## src/hdl/rvc_pkg.sv

```systemverilog
// rvc_pkg: shared types and constants for the repeated value counter
// no dependencies; used by every other file of the block
package rvc_pkg;

   localparam int VALUE_W = 32;
   localparam int COUNT_W = 7;
   localparam logic [COUNT_W-1:0] COUNT_MAX = 7'd127;

   typedef struct packed {
      logic                        mark;
      logic signed [VALUE_W-1:0]   value;
   } entry_type;

   typedef enum logic [1:0] {
      ST_IDLE,
      ST_SCAN,
      ST_INSERT,
      ST_FINISH
   } state_type;

endpackage

```

## src/hdl/rvc_req_if.sv

```systemverilog
// rvc_req_if: input channel, one list element per word
// depends on rvc_pkg for field widths
interface rvc_req_if;
   logic                                valid;
   logic                                ready;
   logic signed [rvc_pkg::VALUE_W-1:0]  element_value;
   logic                                last_element;

   modport source (output valid, element_value, last_element, input ready);
   modport sink   (input valid, element_value, last_element, output ready);
endinterface

```

## src/hdl/rvc_rsp_if.sv

```systemverilog
// rvc_rsp_if: result channel, one word per finished list
// depends on rvc_pkg for field widths
interface rvc_rsp_if;
   logic                          valid;
   logic                          ready;
   logic [rvc_pkg::COUNT_W-1:0]   repeat_count;
   logic                          store_overflow;

   modport source (output valid, repeat_count, store_overflow, input ready);
   modport sink   (input valid, repeat_count, store_overflow, output ready);
endinterface

```

## src/hdl/rvc_store.sv

```systemverilog
// rvc_store: value store, one write port and one read port with registered data
// depends on rvc_pkg for the entry type
module rvc_store #(
   parameter int MAX_ELEMENTS = 128
) (
   input  logic                             clock,
   input  logic                             rd_en,
   input  logic [$clog2(MAX_ELEMENTS)-1:0]  rd_addr,
   output rvc_pkg::entry_type               rd_entry,
   input  logic                             wr_en,
   input  logic [$clog2(MAX_ELEMENTS)-1:0]  wr_addr,
   input  rvc_pkg::entry_type               wr_entry
);

   rvc_pkg::entry_type mem [MAX_ELEMENTS];
   rvc_pkg::entry_type rd_entry_ff;

   always_ff @(posedge clock) begin
      if (wr_en) begin
         mem[wr_addr] <= wr_entry;
      end
   end

   always_ff @(posedge clock) begin
      if (rd_en) begin
         rd_entry_ff <= mem[rd_addr];
      end
   end

   assign rd_entry = rd_entry_ff;

endmodule

```

## src/hdl/rvc_ctrl.sv

```systemverilog
// rvc_ctrl: scan sequencer, fill count, repeat total and result register
// depends on rvc_pkg; drives the read and write ports of rvc_store
module rvc_ctrl #(
   parameter int MAX_ELEMENTS = 128
) (
   input  logic                                clock,
   input  logic                                reset,
   input  logic                                req_valid,
   output logic                                req_ready,
   input  logic signed [rvc_pkg::VALUE_W-1:0]  req_value,
   input  logic                                req_last,
   output logic                                rsp_valid,
   input  logic                                rsp_ready,
   output logic [rvc_pkg::COUNT_W-1:0]         rsp_count,
   output logic                                rsp_overflow,
   output logic                                rd_en,
   output logic [$clog2(MAX_ELEMENTS)-1:0]     rd_addr,
   input  rvc_pkg::entry_type                  rd_entry,
   output logic                                wr_en,
   output logic [$clog2(MAX_ELEMENTS)-1:0]     wr_addr,
   output rvc_pkg::entry_type                  wr_entry
);

   localparam int IDX_W  = $clog2(MAX_ELEMENTS);
   localparam int FILL_W = $clog2(MAX_ELEMENTS + 1);
   localparam logic [FILL_W-1:0] FILL_FULL = FILL_W'(MAX_ELEMENTS);

   rvc_pkg::state_type                 state_ff, state_in;
   logic signed [rvc_pkg::VALUE_W-1:0] value_ff, value_in;
   logic                               last_ff, last_in;
   logic [FILL_W-1:0]                  fill_ff, fill_in;
   logic [FILL_W-1:0]                  issue_ff, issue_in;
   logic [rvc_pkg::COUNT_W-1:0]        total_ff, total_in;
   logic                               ovf_ff, ovf_in;
   logic                               rd_valid_ff;
   logic [IDX_W-1:0]                   cmp_idx_ff;
   logic                               rsp_valid_ff, rsp_valid_in;
   logic [rvc_pkg::COUNT_W-1:0]        rsp_count_ff, rsp_count_in;
   logic                               rsp_ovf_ff, rsp_ovf_in;
   logic                               match;
   logic                               scan_end;
   logic                               rsp_load;

   assign match    = rd_valid_ff && (rd_entry.value == value_ff);
   assign scan_end = rd_valid_ff && !match
                     && (FILL_W'(cmp_idx_ff) == (fill_ff - FILL_W'(1)));

   always_comb begin
      state_in     = state_ff;
      value_in     = value_ff;
      last_in      = last_ff;
      fill_in      = fill_ff;
      issue_in     = issue_ff;
      total_in     = total_ff;
      ovf_in       = ovf_ff;
      rsp_count_in = rsp_count_ff;
      rsp_ovf_in   = rsp_ovf_ff;
      rsp_load     = 1'b0;
      req_ready    = 1'b0;
      rd_en        = 1'b0;
      rd_addr      = issue_ff[IDX_W-1:0];
      wr_en        = 1'b0;
      wr_addr      = cmp_idx_ff;
      wr_entry     = '{mark: 1'b1, value: value_ff};

      unique case (state_ff)
         rvc_pkg::ST_IDLE: begin
            req_ready = 1'b1;
            if (req_valid) begin
               value_in = req_value;
               last_in  = req_last;
               issue_in = '0;
               state_in = (fill_ff == '0) ? rvc_pkg::ST_INSERT : rvc_pkg::ST_SCAN;
            end
         end
         rvc_pkg::ST_SCAN: begin
            rd_en = (issue_ff < fill_ff) && !match;
            if (rd_en) begin
               issue_in = issue_ff + FILL_W'(1);
            end
            if (match) begin
               if (!rd_entry.mark) begin
                  wr_en = 1'b1;
                  if (total_ff != rvc_pkg::COUNT_MAX) begin
                     total_in = total_ff + rvc_pkg::COUNT_W'(1);
                  end
               end
               state_in = rvc_pkg::ST_FINISH;
            end else if (scan_end) begin
               state_in = rvc_pkg::ST_INSERT;
            end
         end
         rvc_pkg::ST_INSERT: begin
            if (fill_ff == FILL_FULL) begin
               ovf_in = 1'b1;
            end else begin
               wr_en    = 1'b1;
               wr_addr  = fill_ff[IDX_W-1:0];
               wr_entry = '{mark: 1'b0, value: value_ff};
               fill_in  = fill_ff + FILL_W'(1);
            end
            state_in = rvc_pkg::ST_FINISH;
         end
         rvc_pkg::ST_FINISH: begin
            if (!last_ff) begin
               state_in = rvc_pkg::ST_IDLE;
            end else if (!rsp_valid_ff || rsp_ready) begin
               rsp_load     = 1'b1;
               rsp_count_in = total_ff;
               rsp_ovf_in   = ovf_ff;
               fill_in      = '0;
               total_in     = '0;
               ovf_in       = 1'b0;
               state_in     = rvc_pkg::ST_IDLE;
            end
         end
         default: begin
            state_in = rvc_pkg::ST_IDLE;
         end
      endcase

      priority if (rsp_load) begin
         rsp_valid_in = 1'b1;
      end else if (rsp_ready) begin
         rsp_valid_in = 1'b0;
      end else begin
         rsp_valid_in = rsp_valid_ff;
      end
   end

   always_ff @(posedge clock) begin
      if (reset) begin
         state_ff     <= rvc_pkg::ST_IDLE;
         fill_ff      <= '0;
         issue_ff     <= '0;
         total_ff     <= '0;
         ovf_ff       <= 1'b0;
         rd_valid_ff  <= 1'b0;
         rsp_valid_ff <= 1'b0;
      end else begin
         state_ff     <= state_in;
         fill_ff      <= fill_in;
         issue_ff     <= issue_in;
         total_ff     <= total_in;
         ovf_ff       <= ovf_in;
         rd_valid_ff  <= rd_en;
         rsp_valid_ff <= rsp_valid_in;
      end
   end

   always_ff @(posedge clock) begin
      value_ff     <= value_in;
      last_ff      <= last_in;
      rsp_count_ff <= rsp_count_in;
      rsp_ovf_ff   <= rsp_ovf_in;
      if (rd_en) begin
         cmp_idx_ff <= rd_addr;
      end
   end

   assign rsp_valid    = rsp_valid_ff;
   assign rsp_count    = rsp_count_ff;
   assign rsp_overflow = rsp_ovf_ff;

   a_fill_bound: assert property (@(posedge clock) disable iff (reset)
      fill_ff <= FILL_FULL)
      else $error("fill count beyond store depth");

   a_ovf_full: assert property (@(posedge clock) disable iff (reset)
      ovf_ff |-> (fill_ff == FILL_FULL))
      else $error("overflow flagged with free entries");

   a_cmp_in_range: assert property (@(posedge clock) disable iff (reset)
      (rd_valid_ff && state_ff == rvc_pkg::ST_SCAN) |-> (FILL_W'(cmp_idx_ff) < fill_ff))
      else $error("compare on entry past fill count");

   a_clear_after_rsp: assert property (@(posedge clock) disable iff (reset)
      rsp_load |=> (fill_ff == '0 && total_ff == '0 && !ovf_ff && rsp_valid_ff))
      else $error("list state not cleared after result");

endmodule

```

## src/hdl/repeated_value_counter_core.sv

```systemverilog
// repeated_value_counter_core: top level, counts distinct values seen twice or more per list
// depends on rvc_pkg, rvc_req_if, rvc_rsp_if, rvc_store, rvc_ctrl
//
//   channel   dir   word
//   req_bus   in    element_value, last_element
//   rsp_bus   out   repeat_count, store_overflow (one word per list)
//
// each element is compared against the stored values one entry after another, through
// the single read port of the value store; an empty store is not scanned, a hit stops the scan
// synchronous active-high reset clears the fill count, so no store clearing pass
// a waiting result word does not stall input; only the final element of the
// next list waits until the result register is free
module repeated_value_counter_core #(
   parameter int MAX_ELEMENTS = 128
) (
   input  logic       clock,
   input  logic       reset,
   rvc_req_if.sink    req_bus,
   rvc_rsp_if.source  rsp_bus
);

   localparam int IDX_W = $clog2(MAX_ELEMENTS);

   logic               rd_en;
   logic [IDX_W-1:0]   rd_addr;
   rvc_pkg::entry_type rd_entry;
   logic               wr_en;
   logic [IDX_W-1:0]   wr_addr;
   rvc_pkg::entry_type wr_entry;

   rvc_ctrl #(
      .MAX_ELEMENTS (MAX_ELEMENTS)
   ) u_ctrl (
      .clock        (clock),
      .reset        (reset),
      .req_valid    (req_bus.valid),
      .req_ready    (req_bus.ready),
      .req_value    (req_bus.element_value),
      .req_last     (req_bus.last_element),
      .rsp_valid    (rsp_bus.valid),
      .rsp_ready    (rsp_bus.ready),
      .rsp_count    (rsp_bus.repeat_count),
      .rsp_overflow (rsp_bus.store_overflow),
      .rd_en        (rd_en),
      .rd_addr      (rd_addr),
      .rd_entry     (rd_entry),
      .wr_en        (wr_en),
      .wr_addr      (wr_addr),
      .wr_entry     (wr_entry)
   );

   rvc_store #(
      .MAX_ELEMENTS (MAX_ELEMENTS)
   ) u_store (
      .clock    (clock),
      .rd_en    (rd_en),
      .rd_addr  (rd_addr),
      .rd_entry (rd_entry),
      .wr_en    (wr_en),
      .wr_addr  (wr_addr),
      .wr_entry (wr_entry)
   );

endmodule

```

## src/flat_wrapper.sv

```systemverilog
// flat-port wrapper written by rule: the top's interface ports become plain ports
module repeated_value_counter_core_flat 
#(
   parameter int MAX_ELEMENTS = 128
)
  (clock, reset, req_bus_valid, req_bus_element_value, req_bus_last_element, req_bus_ready, rsp_bus_valid, rsp_bus_repeat_count, rsp_bus_store_overflow, rsp_bus_ready);
  rvc_req_if req_bus_i ();
  rvc_rsp_if rsp_bus_i ();
  input  logic clock;
  input  logic reset;
  input wire logic [$bits(req_bus_i.valid)-1:0] req_bus_valid;
  input wire logic [$bits(req_bus_i.element_value)-1:0] req_bus_element_value;
  input wire logic [$bits(req_bus_i.last_element)-1:0] req_bus_last_element;
  output wire logic [$bits(req_bus_i.ready)-1:0] req_bus_ready;
  output wire logic [$bits(rsp_bus_i.valid)-1:0] rsp_bus_valid;
  output wire logic [$bits(rsp_bus_i.repeat_count)-1:0] rsp_bus_repeat_count;
  output wire logic [$bits(rsp_bus_i.store_overflow)-1:0] rsp_bus_store_overflow;
  input wire logic [$bits(rsp_bus_i.ready)-1:0] rsp_bus_ready;
  assign req_bus_i.valid = req_bus_valid;
  assign req_bus_i.element_value = req_bus_element_value;
  assign req_bus_i.last_element = req_bus_last_element;
  assign req_bus_ready = req_bus_i.ready;
  assign rsp_bus_valid = rsp_bus_i.valid;
  assign rsp_bus_repeat_count = rsp_bus_i.repeat_count;
  assign rsp_bus_store_overflow = rsp_bus_i.store_overflow;
  assign rsp_bus_i.ready = rsp_bus_ready;
  repeated_value_counter_core #(.MAX_ELEMENTS(MAX_ELEMENTS)) u_core (.clock(clock), .reset(reset), .req_bus(req_bus_i), .rsp_bus(rsp_bus_i));
endmodule
```

## config.mk

```make
export PLATFORM = sky130hd
export DESIGN_NAME = repeated_value_counter_core_flat
export DESIGN_NICKNAME = d
export VERILOG_FILES = /design/src/hdl/rvc_pkg.sv /design/src/hdl/rvc_req_if.sv /design/src/hdl/rvc_rsp_if.sv /design/src/hdl/rvc_store.sv /design/src/hdl/rvc_ctrl.sv /design/src/hdl/repeated_value_counter_core.sv /design/src/flat_wrapper.sv
export SDC_FILE = /design/constraint.sdc
export NUM_CORES = 2
export LEC_CHECK = 0
export BUFFER_PORTS_ARGS = -buffer_cell sky130_fd_sc_hd__buf_4
export CORE_UTILIZATION = 54
export DETAILED_ROUTE_END_ITERATION = 7
export MAX_ROUTING_LAYER = met4
export PLACE_DENSITY = 0.79
export SLEW_MARGIN = 10
export SYNTH_ARGS = -nofsm -noshare
export SYNTH_HDL_FRONTEND = slang
export SYNTH_HIERARCHICAL = 1
export SYNTH_MEMORY_MAX_BITS = 65536
export SYNTH_SLANG_ARGS = --single-unit
export TNS_END_PERCENT = 5
```

## constraint.sdc

```tcl
create_clock -name clock -period 7 [get_ports clock]
set_input_delay 1.4 -clock clock [delete_from_list [all_inputs] [get_ports clock]]
set_output_delay 1.4 -clock clock [all_outputs]
set_load 0.02 [all_outputs]
```

Yosys cells after proc, flatten, opt, wreduce, memory -nomap -nowiden
Memory sizes are Yosys's and may differ from the RTL's. A register that Yosys moved wholly into a read port is not among the register bits.
Index checks and enable logic that the tools add are counted.
- $add $sub $neg: 4
- $lt $le $gt $ge: 1
- equal/unequal tests: 18
- multiplexer cells: 41
- reduce and logical (&&, ||, !) cells: 20
- operators by type and width (kind ; count):
    2-to-1 mux 33 bit ; 2
    2-to-1 mux 7 bit ; 7
    2-to-1 mux 8 bit ; 5
    == test 32 bit ; 1
    case mux 8 bit (2 select lines) ; 2
    inequality test 2 bit (second input constant) ; 9
    adder 8 x 1 -> 8 bit (second input constant) ; 2
    2-to-1 mux 1 bit ; 15
    case mux 7 bit (2 select lines) ; 1
    2-to-1 mux 2 bit ; 6
    AND reduction 3 bit ; 3
    == test 7 x 8 -> 1 bit ; 1
    == test 8 bit (second input constant) ; 1
    zero test 8 bit ; 1
    < comparator 8 bit ; 1
    case mux 2 bit (4 select lines) ; 1
    AND reduction 4 bit ; 2
    nonzero test 2 bit ; 4
    subtractor 8 x 1 -> 8 bit (second input constant) ; 1
    adder 7 x 1 -> 7 bit (second input constant) ; 1
    inequality test 7 bit (second input constant) ; 1
    inequality test 3 bit (second input constant) ; 2
    AND reduction 6 bit ; 1
    == test 2 bit (second input constant) ; 2
    7 further kinds ; 12
- bits in registers: 76
- memory bits (writable): 4224
- input bits: 37
- output and inout bits: 10
- memories: 1
- memories (name ; depth ; width ; rd ports ; clocked after memory_dff ; write ports ; line ; text):
    u_core.u_store.mem ; 128 ; 33 ; 1 ; 1 ; 1 ; rvc_store.sv:15 ; rvc_pkg::entry_type mem [MAX_ELEMENTS];

Logic depth before layout (Yosys ltp)
- depth in word-level cells: 8
- depth in mapped cells: 12
- depth with buffers taken out: 9

Hierarchy
Netlist, hierarchy kept.
- modules (own cells, without submodules) (module ; instances ; cells an instance ; area each (sq um) ; sequential area each (sq um)):
    rvc_store ; 1 ; 6171 ; 161461.1 ; 127832.6
    rvc_ctrl ; 1 ; 360 ; 3913.8 ; 2001.9

Least setup slack after synthesis
No wires, ideal clock.
- kind: flip-flop to flip-flop
- from: reg u_core.u_ctrl.fill_ff[4]
- to: mem u_core/u_store/mem[82][0] (netlist name) (enable)
- setup time: 464 ps
- arrival: 6350 ps
- data required time: 6536 ps
- slack: 186 ps
- cell stages (with the launch flop): 10
- period minus slack after synthesis: 6814 ps
- cells stage by stage: dfxtp_1 nor3_1 nand4_1 nand2_1 clkbuf_1 nand2_1 o21ai_0 nor2b_1 nand3_1 nor3_1
- elaborated cells between the ends (all ways): 7
- those cells by class: eq/ne (1); mux (6)
- RTL lines (item ; line ; text):
    start, declared ; rvc_ctrl.sv:31 ; logic [FILL_W-1:0] fill_ff, fill_in;
    start signal, assigned ; rvc_ctrl.sv:142 ; fill_ff <= fill_in;
    == test 8 bit ; rvc_ctrl.sv:94 ; if (fill_ff == FILL_FULL) begin
    2-to-1 mux 7 bit (*) ; rvc_ctrl.sv:94 ;
    2-to-1 mux 7 bit (*) ; rvc_ctrl.sv:66 ; unique case (state_ff)
    net u_core.wr_addr[4] ; repeated_value_counter_core.sv:28 ; logic [IDX_W-1:0] wr_addr;
    end, declared ; rvc_store.sv:15 ;
The timed path passes the listed nets; every way through them passes the cells marked *.

Worst setup path in the final report
- from: reg u_core/u_ctrl/value_ff[16] (netlist name)
- to: mem u_core/u_store/mem[12][4] (netlist name) (enable)
- longest elaborated chain between the ends: 6
- RTL lines (item ; line ; text):
    start, declared ; rvc_ctrl.sv:29 ; logic signed [rvc_pkg::VALUE_W-1:0] value_ff, value_in;
    start signal, assigned ; rvc_ctrl.sv:152 ; value_ff <= value_in;
    == test 32 bit ; rvc_ctrl.sv:44 ; assign match = rd_valid_ff && (rd_entry.value == value_ff);
    logical AND 1 bit ; rvc_ctrl.sv:44 ;
    2-to-1 mux 1 bit ; rvc_ctrl.sv:81 ; if (match) begin
    case mux 1 bit (2 select lines) ; rvc_ctrl.sv:66 ;
    net u_core.wr_en ; repeated_value_counter_core.sv:27 ; logic wr_en;
    2-to-1 mux 1 bit ; rvc_store.sv:19 ; if (wr_en) begin
    2-to-1 mux 1 bit (not written as such) ; rvc_store.sv:20 ; mem[wr_addr] <= wr_entry;
The timed path passes the listed nets, and every way through them passes these cells.

==> results.py <==
metrics = {
    "detailed_routing": {
        "wl_met1_um": 150700,
        "highest_layer": "met4",
        "viasPerCell": 7.209,
        "detail_route.wl_per_cell_um": 43.12,
        "drtAntennaViolNets": 0,
        "drtPass1Iterations": 7,
        "drt_iter0_markers": 15790,
        "wl_met2_um": 226400,
        "drc_errors": 0,
        "vias": 81287,
        "met3_length_um": 78550,
        "drt_wl_total_um": 486200,
    },
    "clock_tree": {
        "cts_setup_buffers": 0,
        "ctsHoldBuffers": 0,
        "cts_tree": "done",
        "clockBufferDepth": 4,
        "clkSinkCount": 4333,
        "htree_levels": 5,
        "postCtsResizedCells": 0,
        "cts.clk_slew.worst_paths_ns": 0.07,
        "cts_made_buffers": 399,
        "clock_tree.root_cell": "clkbuf_16",
        "clock_latency_ns": 0.97,
    },
    "pwr": {
        "combinationalPowerShare": 0.078,
        "irDropWorstVdd_mv": 0.2789,
        "leakage_nw": 54.06,
        "powerDensity_nw_per_um2": 306.4,
        "p_sw_frac": 0.2389,
        "clockPowerShare": 0.390,
        "p_switching_mw": 13.55,
        "intPower_mw": 43.16,
        "p_seq_frac": 0.532,
    },
    "sta": {
        "hold_viol": 0,
        "min_period_ns": 5.519,
        "setup_tns_ns": 0,
        "finalCritPeriodShare": 0.7885,
        "worst_slack_ns": 1.481,
        "drv_slew": 0,
        "tightest_slew_ns": 1.407,
        "finalSetupViolations": 0,
        "fin_skew_ns": 0.08282,
        "whs_ns": 0.4727,
        "max-slew-margin-rel": 0.06223,
        "fmax_ghz": 0.1812,
        "rsz0062_at_grt": "no",
    },
    "flow_run": {
        "maxCapViolations": 0,
    },
    "status": {
        "status": "finished, final reports clean",
    },
    "setup_path": {
        "rr_endpoint": "u_core/u_store/mem[12][4]",
        "endpoint_kind": "flip-flop",
        "worstPathRequired_ns": 7.51,
        "critPathSlowestCell": "nor2_4",
        "crit_top_cell": "nand4_1",
        "rrSetupSlack_ns": 1.48,
        "cpPeakStageDelay_ns": 1.37,
        "arrival_ns": 6.02,
        "crit_fanout": 33,
        "setup.worst_path.start_class": "flip-flop",
        "r2r-start": "u_core/u_ctrl/value_ff[16]",
        "path_class": "reg2reg",
        "crit_chain": "xnor2_1, nand4_1, nor4_2, nand4_1, o21ai_0, and2_1, nor2b_1, nand2_2, nor2_4",
        "worstRegToRegCells": 9,
    },
    "yosys": {
        "yosysTopAreaCell": "edfxtp_1",
        "synth_edf_count": 4305,
        "yosysTopAreaCellShare": 0.7817,
        "ys.warnings.count": 6,
        "ys_types": 56,
        "syn_nets": 6584,
        "synth_seq_cells": 4333,
        "synth_top_cells_by_area": "edfxtp_1 78%, mux4_2 19%, clkbuf_1 0.43%",
        "syn_area_per_cell_um2": 25.32,
        "syn-cell-area_um2": 165400,
        "syn_inst": 6531,
        "async_flop_share": 0,
        "yosysSeqAreaShare": 0.7851,
        "ys.flop_type": "edfxtp_1",
    },
    "layout": {
        "area_delta_synth_final_pct": 11.94,
        "layout_common_cells": "4305 x edfxtp_1, 1386 x mux4_2, 406 x clkbuf_16",
        "mostFrequentLayoutCell": "edfxtp_1",
        "nNetsFinal": 6866,
        "finalInstanceArea_um2": 185100,
        "fillers": 18735,
        "drive_gt1_frac": 0.3320,
    },
    "die": {
        "fp.dieW_um": 555.4,
        "rows": 202,
        "initial_core_util": 0.5444,
        "coreArea_um2": 303800,
        "die_area_um2": 308500,
        "io_pins": 47,
        "fp.dieH_um": 555.4,
    },
    "hold_path": {
        "min_path_cells": 0,
        "hp-class": "reg2reg",
        "min_to": "u_core/u_ctrl/rsp_overflow",
        "worstHoldStart": "u_core/u_ctrl/ovf_ff",
    },
    "global_routing": {
        "grt_usage": 0.3262,
        "grt_max_degree": 171,
        "antenna_found_initial": 85,
        "grt_pass1_vias": 79642,
        "grt_pass1_wl_um": 666000,
        "grt_overflow": 0,
    },
    "place": {
        "place_area_um2": 171900,
        "dpl_worst_slack_ns": 1.959,
        "detailedPlacementHpwl_um": 252500,
        "globalplace.congestion": 0.9408,
        "port_buffers": 46,
    },
}
cell usage after synthesis, types with 19 or more instances:
library cell	n
nor3_1	22
nand2_1	36
edfxtp_1	4305
o21ai_0	19
nand4_1	24
mux4_2	1386
mux2_2	34
dfxtp_1	28
xnor2_1	49
clkbuf_1	188
buf_1	47
buf_2	94
nor2_1	149
nand3_1	26
metal layers:
layer | global-route usage | vias up
met3 | 0.1153 | 1438
met1 | 0.4012 | 42401
met5 | - | -
met4 | 0.1653 | 0
met2 | 0.4820 | 8328
li1 | - | 29120
registers in the layout (all words and copies together), names as in the netlist:
register	cells
u_core/u_ctrl/ovf_ff	1
u_core/u_store/mem	4224
u_core/u_ctrl/rsp_count	7
u_core/u_store/rd_entry	33
u_core/u_ctrl/rd_valid_ff	1
u_core/u_ctrl/issue_ff	8
u_core/u_ctrl/cmp_idx_ff	7
u_core/u_ctrl/state_ff	2
u_core/u_ctrl/total_ff	7
u_core/u_ctrl/last_ff	1
u_core/u_ctrl/rsp_overflow	1
u_core/u_ctrl/rsp_valid	1
u_core/u_ctrl/fill_ff	8
u_core/u_ctrl/value_ff	32
kinds of logic (layout without fill, tap and decap cells):
| family | count (synthesis) | after routing | share of synthesized area |
|---|---|---|---|
| buffers and inverters | 356 | 951 | 0.009041 |
| AO/OA/AOI/OAI | 62 | 62 | 0.002784 |
| AND/OR/NAND/NOR | 293 | 293 | 0.008095 |
| multiplexers | 1421 | 1421 | 0.1911 |
| adder cells (fa/ha/maj) | 16 | 16 | 0.001211 |
| flip-flops | 4333 | 4333 | 0.7851 |
| other | 0 | 70 | 0 |
| XOR/XNOR | 50 | 50 | 0.002648 |
power groups by stage:
stage	clock [mW]	combinational, mW	sequential [mW]
finish	22.1	4.43	30.2
global route	23.0	4.38	30.2
CTS	22.1	4.23	30.2
detailed placement	0	4.12	30.7
global placement	0	3.90	30.7
floorplan	0	1.29	31.5
cell type report:
| class | count | area (um2) | area share |
|---|---|---|---|
| Multi-Input combinational cell | 1842 | 35030 | 0.1892 |
| Clock buffer | 470 | 10400 | 0.05618 |
| Timing Repair Buffer | 219 | 2038 | 0.01101 |
| Sequential cell | 4333 | 129900 | 0.7015 |
| Antenna cell | 70 | 175.2 | 0.0009463 |
| Inverter | 18 | 67.56 | 0.0003650 |
| Tap cell | 4080 | 5105 | 0.02758 |
| Clock inverter | 244 | 2440 | 0.01318 |
metrics by stage:
stage               power [mW]  utilization  std cells
global route             57.54       0.6093      11272
floorplan                32.81            -       6531
finish                   56.71       0.6093      11276
detailed placement       34.82       0.5660      10485
CTS                      56.54       0.6082      11199
global placement         34.59       0.5660      10485
critical path: cells and delay by family (launching register included):
| kind | cells | cell delay, ns |
|---|---|---|
| compound gates | 1 | 0.24 |
| xor+xnor | 1 | 0.42 |
| simple gates | 7 | 3.88 |
| flops | 1 | 0.46 |
how the worst max path moves through the flow:
stage | from | endpoint | slack, ns | cells after the start
after CTS | u_core/u_ctrl/value_ff[17] | u_core/u_store/mem[26][4] | 1.79 | 9
final | u_core/u_ctrl/value_ff[16] | u_core/u_store/mem[12][4] | 1.48 | 9
after global routing | u_core/u_ctrl/value_ff[16] | u_core/u_store/mem[12][8] | 1.53 | 9
after global placement | u_core/u_ctrl/value_ff[18] | u_core/u_store/mem[0][10] | 2.12 | 10
after detailed placement | u_core/u_ctrl/value_ff[16] | u_core/u_store/mem[0][31] | 1.96 | 10
after floorplan | u_core/u_ctrl/fill_ff[4] | u_core/u_store/mem[82][0] | 0.19 | 9
(Power assumes the default switching activity.)
